===== config.mk =====
export PLATFORM = sky130hd
export DESIGN_NAME = modular_inverse_top
export DESIGN_NICKNAME = d
export VERILOG_FILES = /design/src/sv/mi_pkg.sv /design/src/sv/modular_inverse_top.sv /design/src/sv/mi_ctrl.sv /design/src/sv/mi_dpath.sv
export SDC_FILE = /design/constraint.sdc
export NUM_CORES = 1
export LEC_CHECK = 0
export ABC_AREA = 1
export BUFFER_PORTS_ARGS = -buffer_cell sky130_fd_sc_hd__buf_2
export CAP_MARGIN = 20
export CORE_ASPECT_RATIO = 0.8
export CORE_MARGIN = 2
export CORE_UTILIZATION = 50
export CTS_CLUSTER_SIZE = 20
export DETAILED_ROUTE_END_ITERATION = 6
export PLACE_DENSITY = 0.67
export SETUP_SLACK_MARGIN = 0.1
export SYNTH_ARGS = -nofsm -noshare
export SYNTH_HDL_FRONTEND = slang
export SYNTH_SLANG_ARGS = --single-unit

===== constraint.sdc =====
create_clock -name clk -period 4.6 [get_ports clk]
set_input_delay 0.23 -clock clk [delete_from_list [all_inputs] [get_ports clk]]
set_output_delay 0.23 -clock clk [all_outputs]
set_load 0.02 [all_outputs]

===== src/sv/mi_pkg.sv =====
package mi_pkg;

    // Default operand width
    localparam int VALUE_BITS_DEF = 32;

    // Commands from the controller to the datapath
    typedef struct packed {
        logic load;      // take a new item, seed the Euclid pairs
        logic div_step;  // one quotient bit of r / newr
        logic update;    // rotate remainder and coefficient pairs
        logic finish;    // form the result and load the output register
    } mi_cmd_t;

    // Status from the datapath to the controller
    typedef struct packed {
        logic nr_zero;   // newr is zero
        logic rem_zero;  // remainder of the running division is zero
    } mi_stat_t;

endpackage


===== src/sv/modular_inverse_top.sv =====
// Modular inverse by the extended Euclidean algorithm.
// Input channel: in_valid / in_stall with modulus and value. An item is taken
// at a clock edge where in_valid is high and in_stall is low.
// Output channel: out_valid / out_stall with inverse and has_inverse, one
// result item per input item. has_inverse is low and inverse is zero when the
// gcd of modulus and value is not one; otherwise inverse is the coefficient
// with the modulus added once if it was negative.
// Timing: one item at a time. In each Euclid step a bit-serial restoring
// divider gives one quotient bit per cycle while q * newt is accumulated
// alongside, then an update step rotates the pairs. For 32-bit operands
// there are at most 46 steps, and none when value is zero. The next item
// can be taken in the cycle after the result loads.
// in_stall stays high from acceptance until the result is moved into the
// output register, so a new item can be taken while the last result waits.
// If the receiver stalls with a result still held, the finished item waits in
// the datapath until the output register frees up.
// Reset clears the controller and the output valid; no clearing pass.
module modular_inverse_top #(
    parameter int VALUE_BITS = mi_pkg::VALUE_BITS_DEF
) (
    input  logic                  clk,
    input  logic                  rst_n,
    input  logic                  in_valid,
    output logic                  in_stall,
    input  logic [VALUE_BITS-1:0] modulus,
    input  logic [VALUE_BITS-1:0] value,
    output logic                  out_valid,
    input  logic                  out_stall,
    output logic [VALUE_BITS-1:0] inverse,
    output logic                  has_inverse
);
    import mi_pkg::*;

    mi_cmd_t  cmd;
    mi_stat_t stat;

    mi_ctrl #(
        .VALUE_BITS (VALUE_BITS)
    ) u_ctrl (
        .clk       (clk),
        .rst_n     (rst_n),
        .in_valid  (in_valid),
        .in_stall  (in_stall),
        .out_valid (out_valid),
        .out_stall (out_stall),
        .stat      (stat),
        .cmd       (cmd)
    );

    mi_dpath #(
        .VALUE_BITS (VALUE_BITS)
    ) u_dpath (
        .clk         (clk),
        .modulus     (modulus),
        .value       (value),
        .cmd         (cmd),
        .stat        (stat),
        .inverse     (inverse),
        .has_inverse (has_inverse)
    );

    // an accepted item keeps the input side closed in the next cycle
    a_busy_after_accept: assert property (@(posedge clk) disable iff (!rst_n)
        (in_valid && !in_stall) |=> in_stall)
        else $error("input not stalled after accepting an item");

    // a new result only appears out of a busy cycle
    a_result_from_busy: assert property (@(posedge clk) disable iff (!rst_n)
        $rose(out_valid) |-> $past(in_stall))
        else $error("result appeared without a busy cycle");

    // no inverse means a zero coefficient
    a_zero_when_none: assert property (@(posedge clk) disable iff (!rst_n)
        (out_valid && !has_inverse) |-> (inverse == '0))
        else $error("nonzero inverse flagged as absent");

    // the datapath is never commanded twice in one cycle
    a_one_cmd: assert property (@(posedge clk) disable iff (!rst_n)
        $onehot0(cmd))
        else $error("conflicting datapath commands");

endmodule


===== src/sv/mi_ctrl.sv =====
module mi_ctrl #(
    parameter int VALUE_BITS = mi_pkg::VALUE_BITS_DEF
) (
    input  logic            clk,
    input  logic            rst_n,
    input  logic            in_valid,
    output logic            in_stall,
    output logic            out_valid,
    input  logic            out_stall,
    input  mi_pkg::mi_stat_t stat,
    output mi_pkg::mi_cmd_t  cmd
);
    import mi_pkg::*;

    localparam int CW = $clog2(VALUE_BITS);
    localparam logic [CW-1:0] LAST_BIT = CW'(VALUE_BITS - 1);

    typedef enum logic [4:0] {
        ST_IDLE = 5'b00001,
        ST_CHK  = 5'b00010,
        ST_DIV  = 5'b00100,
        ST_UPD  = 5'b01000,
        ST_FIN  = 5'b10000
    } state_t;

    state_t        state_reg, state_next;
    logic [CW-1:0] count_reg, count_next;
    logic          out_valid_reg, out_valid_next;
    logic          out_free;

    assign out_free  = !out_valid_reg || !out_stall;
    assign in_stall  = (state_reg != ST_IDLE);
    assign out_valid = out_valid_reg;

    always_comb
    begin
        state_next     = state_reg;
        count_next     = count_reg;
        out_valid_next = out_valid_reg && out_stall;
        cmd            = '0;
        case (state_reg)
            ST_IDLE:
            begin
                if (in_valid)
                begin
                    cmd.load   = 1'b1;
                    state_next = ST_CHK;
                end
            end
            ST_CHK:
            begin
                count_next = '0;
                state_next = stat.nr_zero ? ST_FIN : ST_DIV;
            end
            ST_DIV:
            begin
                cmd.div_step = 1'b1;
                if (count_reg == LAST_BIT)
                begin
                    state_next = ST_UPD;
                end
                else
                begin
                    count_next = count_reg + 1'b1;
                end
            end
            ST_UPD:
            begin
                cmd.update = 1'b1;
                count_next = '0;
                state_next = stat.rem_zero ? ST_FIN : ST_DIV;
            end
            ST_FIN:
            begin
                // hold the result until the output register is free
                if (out_free)
                begin
                    cmd.finish     = 1'b1;
                    out_valid_next = 1'b1;
                    state_next     = ST_IDLE;
                end
            end
            default:
            begin
                state_next = ST_IDLE;
            end
        endcase
    end

    always_ff @(posedge clk or negedge rst_n)
    begin
        if (!rst_n)
        begin
            state_reg     <= ST_IDLE;
            count_reg     <= '0;
            out_valid_reg <= 1'b0;
        end
        else
        begin
            state_reg     <= state_next;
            count_reg     <= count_next;
            out_valid_reg <= out_valid_next;
        end
    end

endmodule


===== src/sv/mi_dpath.sv =====
module mi_dpath #(
    parameter int VALUE_BITS = mi_pkg::VALUE_BITS_DEF
) (
    input  logic                  clk,
    input  logic [VALUE_BITS-1:0] modulus,
    input  logic [VALUE_BITS-1:0] value,
    input  mi_pkg::mi_cmd_t       cmd,
    output mi_pkg::mi_stat_t      stat,
    output logic [VALUE_BITS-1:0] inverse,
    output logic                  has_inverse
);
    import mi_pkg::*;

    localparam int W = VALUE_BITS;

    logic [W-1:0] n_reg, n_next;
    logic [W-1:0] r_reg, r_next;
    logic [W-1:0] nr_reg, nr_next;
    logic [W-1:0] tm_reg, tm_next;
    logic [W-1:0] ntm_reg, ntm_next;
    logic         tneg_reg, tneg_next;
    logic         ntneg_reg, ntneg_next;
    logic [W-1:0] dvd_reg, dvd_next;
    logic [W-1:0] rem_reg, rem_next;
    logic [W-1:0] acc_reg, acc_next;
    logic [W-1:0] inv_reg, inv_next;
    logic         has_reg, has_next;

    logic [W:0]   partial;
    logic [W:0]   diff;
    logic         qbit;
    logic         gcd_one;
    logic [W-1:0] coef;

    // restoring division, one quotient bit per cycle; q * newt built by Horner
    assign partial = {rem_reg, dvd_reg[W-1]};
    assign diff    = partial - {1'b0, nr_reg};
    assign qbit    = !diff[W];

    assign gcd_one = (r_reg == W'(1));
    assign coef    = (tneg_reg && (tm_reg != '0)) ? (n_reg - tm_reg) : tm_reg;

    assign stat.nr_zero  = (nr_reg == '0);
    assign stat.rem_zero = (rem_reg == '0);

    always_comb
    begin
        n_next     = n_reg;
        r_next     = r_reg;
        nr_next    = nr_reg;
        tm_next    = tm_reg;
        ntm_next   = ntm_reg;
        tneg_next  = tneg_reg;
        ntneg_next = ntneg_reg;
        dvd_next   = dvd_reg;
        rem_next   = rem_reg;
        acc_next   = acc_reg;
        inv_next   = inv_reg;
        has_next   = has_reg;
        if (cmd.load)
        begin
            n_next     = modulus;
            r_next     = modulus;
            nr_next    = value;
            dvd_next   = modulus;
            tm_next    = '0;
            ntm_next   = W'(1);
            tneg_next  = 1'b0;
            ntneg_next = 1'b0;
            rem_next   = '0;
            acc_next   = '0;
        end
        else if (cmd.div_step)
        begin
            rem_next = qbit ? diff[W-1:0] : partial[W-1:0];
            dvd_next = {dvd_reg[W-2:0], 1'b0};
            acc_next = {acc_reg[W-2:0], 1'b0} + (qbit ? ntm_reg : '0);
        end
        else if (cmd.update)
        begin
            r_next     = nr_reg;
            nr_next    = rem_reg;
            dvd_next   = nr_reg;
            tm_next    = ntm_reg;
            tneg_next  = ntneg_reg;
            ntm_next   = tm_reg + acc_reg;
            ntneg_next = !ntneg_reg;
            rem_next   = '0;
            acc_next   = '0;
        end
        else if (cmd.finish)
        begin
            inv_next = gcd_one ? coef : '0;
            has_next = gcd_one;
        end
    end

    always_ff @(posedge clk)
    begin
        n_reg     <= n_next;
        r_reg     <= r_next;
        nr_reg    <= nr_next;
        tm_reg    <= tm_next;
        ntm_reg   <= ntm_next;
        tneg_reg  <= tneg_next;
        ntneg_reg <= ntneg_next;
        dvd_reg   <= dvd_next;
        rem_reg   <= rem_next;
        acc_reg   <= acc_next;
        inv_reg   <= inv_next;
        has_reg   <= has_next;
    end

    assign inverse     = inv_reg;
    assign has_inverse = has_reg;

endmodule


==> impl_metrics.json <==
{
  "hold_path_class": "in2reg",
  "drive_above_1_share_pct": 7.60,
  "placed_cell_area_um2": 20700,
  "yosysWarnings": 0,
  "via_per_inst": 5.67,
  "slew_viol_final": 0,
  "p_int_mw": 7.36,
  "dr.pass1.iters": 6,
  "gp_congestion": 0.969,
  "path_buf_inv": 2,
  "grt.total_usage_pct": 31.8,
  "r2r_cells": 26,
  "setup_violations": 0,
  "hold_violations": 0,
  "ys.flop_type": "edfxtp_1",
  "status": "complete, no violations",
  "root_buffer": "clkbuf_16",
  "cts_tree": "yes",
  "post-cts-setup-buffer-count": 0,
  "syn_avg_cell_area_um2": 7.44,
  "syn2layout_area_growth_pct": 14.2,
  "clkSinkCount": 302,
  "synth_seq_area_share_pct": 39.2,
  "grt_pass1_vias": 17400,
  "slowest_stage": "edfxtp_1",
  "layout_min_cycle_time_ps": 4160,
  "cp-endpoint": "u_dpath.acc_reg[21]$_SDFFE_PP0P_",
  "core_um2": 38500,
  "r2r_start": "u_dpath.nr_reg[0]$_DFFE_PP_",
  "timing_worst_slew_pin_value_ps": 955,
  "synthTopCellsByArea": "edfxtp_1 25%, dfxtp_1 13%, nand2_1 12%",
  "cp.required_ps": 5010,
  "startpoint_type": "flop",
  "end_kind": "flop",
  "final.setup_skew_ps": 23.7,
  "clkTransAtPathRegs_ps": 60,
  "p_clk_share_pct": 21.3,
  "synth_cells": 2646,
  "p_total_mw": 13.2,
  "drt.antenna.violating_nets": 0,
  "vias": 19000,
  "syn-num-nets": 2844,
  "clockBufferDepth": 3,
  "syn_area_um2": 19700,
  "clock_latency_ps": 540,
  "clock.fmax_mhz": 240,
  "rrSetupSlack_ps": 440,
  "relSlewSlack_pct": 36.3,
  "synth_edf_count": 161,
  "maxCapViolCount": 0,
  "power.density_nw_per_um2": 587,
  "rsz0062_at_grt": "true",
  "cellLeakagePower_nw": 9.94,
  "worst-path-stages": 26,
  "synth_top_area_share_pct": 24.6,
  "die_width_um": 226,
  "cts-buffers-inserted": 34,
  "async_flop_share_pct": 3.64,
  "setup.worst_path.start": "u_dpath.nr_reg[0]$_DFFE_PP_",
  "yosysUniqueCellTypes": 62,
  "seqPwrFrac_pct": 34.3,
  "port_buffers": 102,
  "gr-total-overflow": 0,
  "fin_area_um2": 22500,
  "cpPeakStageDelay_ps": 420,
  "drc_errors": 0,
  "worstReg2RegEnd": "u_dpath.acc_reg[21]$_SDFFE_PP0P_",
  "wl_per_cell_um": 19.7,
  "dp_hpwl_um": 50900,
  "row_count": 64,
  "dieHeight_um": 182,
  "finalSetupTns_ps": 0,
  "finish.utilization_pct": 58.4,
  "crit_top_cell": "nand2_1",
  "p_sw_mw": 5.84,
  "synth_top_area_cell": "edfxtp_1",
  "critPathTopFamily": "simple AND/OR/NAND/NOR gates",
  "antenna_found_initial": 1,
  "grt_max_degree": 95,
  "holdWs_ps": 37.4,
  "die_area_um2": 41000,
  "io_pins": 103,
  "htree_levels": 2,
  "sw_frac_of_total_pct": 44.2,
  "cp.arrival_ps": 4570,
  "start_util_pct": 51.1,
  "critical_path_class": "reg2reg",
  "fin_crit_sh_pct": 90.5,
  "synth-seq-cells": 302,
  "finalNetCount": 2989,
  "wl_um": 65900,
  "grt_pass1_wl_um": 100000,
  "drtIter0Drc": 2342,
  "vdd_drop_max_mv": 0.611,
  "critPathMaxFanout": 27,
  "p_comb_share_pct": 44.4
}
-- stage by stage --
step,cells,setup WS [ps]
floorplan,2646,754
detailed placement,3218,277
global placement,3218,444
global route,3343,84.0
CTS,3342,262
finish,3345,435
-- cell type report --
cell class | instances | area, um2
well taps | 528 | 661
fillers | 3604 | 16000
clock buffers | 47 | 941
flip-flops and latches | 302 | 7710
repair buffers | 182 | 1280
inverters | 333 | 1250
diodes | 3 | 7.51
clock inverters | 12 | 191
multi-input cells | 1938 | 10400
-- per-layer routing --
| metal | GRT usage, % | part of all wire [%] |
|---|---|---|
| met1 | 50.3 | 49 |
| met2 | 44.9 | 40 |
| met3 | 5.19 | 9.3 |
| met4 | 6.73 | 1.8 |
| met5 | 0 | 0 |
-- cells by family (layout without fill, tap and decap cells) --
group | count (synthesis) | in the layout | share of synthesized area (%)
AO/OA/AOI/OAI | 663 | 663 | 18.6
XOR/XNOR | 58 | 58 | 2.58
adder cells (fa/ha/maj) | 130 | 130 | 8.41
buffers and inverters | 406 | 574 | 8.06
flip-flops | 302 | 302 | 39.2
multiplexers | 1 | 1 | 0.0508
other | 0 | 3 | 0
AND/OR/NAND/NOR | 1086 | 1086 | 23.2
-- power by group through the flow --
stage	clock, mW	combinational (mW)	sequential, mW
after floorplan	0	4.11	4.24
after global placement	0	5.59	4.53
after detailed placement	0	5.66	4.54
after CTS	2.86	5.74	4.49
after global routing	2.97	6.51	4.57
final	2.81	5.86	4.53
-- worst min-delay path by stage --
stage	from	end	slack, ps	depth (start not counted)
3_5_place_dp	rst_n	u_ctrl.state_reg[1]$_DFFE_PN0P_	110	1
4_1_cts	modulus[27]	u_dpath.n_reg[27]$_DFFE_PP_	10	1
6_report	value[0]	u_dpath.nr_reg[0]$_DFFE_PP_	40	3
2_1_floorplan	rst_n	u_ctrl.count_reg[0]$_DFFE_PN0P_	-70	0
3_3_place_gp	rst_n	u_ctrl.state_reg[1]$_DFFE_PN0P_	110	1
5_1_grt	modulus[27]	u_dpath.n_reg[27]$_DFFE_PP_	30	1
-- placed cells by master (no fill, tap or decap), types with 6 or more instances in the layout --
cell type / netlist / layout
a21boi_0: 7 / 6
a21o_1: 17 / 17
a21oi_1: 238 / 235
buf_2: 32 / 102
buf_4: 2 / 14
clkbuf_1: 37 / 10
clkbuf_16: 0 / 35
dfrtp_1: 10 / 10
dfxtp_1: 130 / 130
dlygate4sd3_1: 0 / 65
edfxtp_1: 161 / 161
ha_1: 126 / 126
inv_1: 322 / 322
inv_2: 10 / 9
nand2_1: 627 / 625
nand2_2: 9 / 10
nand3_1: 115 / 115
nand3b_1: 7 / 7
nand4_1: 27 / 27
nor2_1: 221 / 220
nor3_1: 23 / 23
nor4_1: 35 / 35
o211ai_1: 46 / 46
o21ai_0: 267 / 264
o21ai_1: 37 / 38
o21bai_1: 15 / 15
xnor2_1: 32 / 32
xor2_1: 26 / 26
-- cell usage after synthesis (3+ instances only) --
cell and instances:
inv_1 322, a21oi_1 238, o21bai_1 15, edfxtp_1 161
a32o_1 3, nand4_1 27, xnor2_1 32, inv_2 10
ha_1 126, nor2_1 221, nor4_1 35, a21o_1 17
nor3_1 23, a31oi_1 5, xor2_1 26, o21a_1 5
or2_0 3, dfxtp_1 130, o21ai_0 267, nand2_2 9
o211ai_1 46, or2_1 4, or2_2 3, o21ai_1 37
nand2_1 627, a21boi_0 7, buf_2 32, dfrtp_1 10
nand3b_1 7, o2111ai_1 3, clkbuf_1 37, nand3_1 115
fa_1 4
-- worst register-to-register path, stage by stage, from the launching register on --
cell      delay [ps]
edfxtp_1         420
ha_1             240
fa_1             420
inv_1            110
nand3_1           70
nand2_1          110
nand2_1           70
nand2_2           80
nand2_1           60
nand2_2          120
nand2_2           90
nand2_2           70
nand2_1           70
nand2_2          130
buf_6            230
nor2_1            90
ha_1             330
o21ai_0          380
o21ai_2          130
nand2_1           70
nand2_1          100
nand2_1           80
nand2_1          150
nand2_1          100
nand2_1           70
o21ai_0          180
nand2_1           80
-- timing repair --
action | 4_1_cts | 5_1_grt
endpoints found under the setup margin | 0 | 14
hold buffers | 65 | 0
endpoints found under the hold margin | 75 | 0
resized for setup | 0 | 9
No activity file was read; power rests on OpenSTA's default activity.
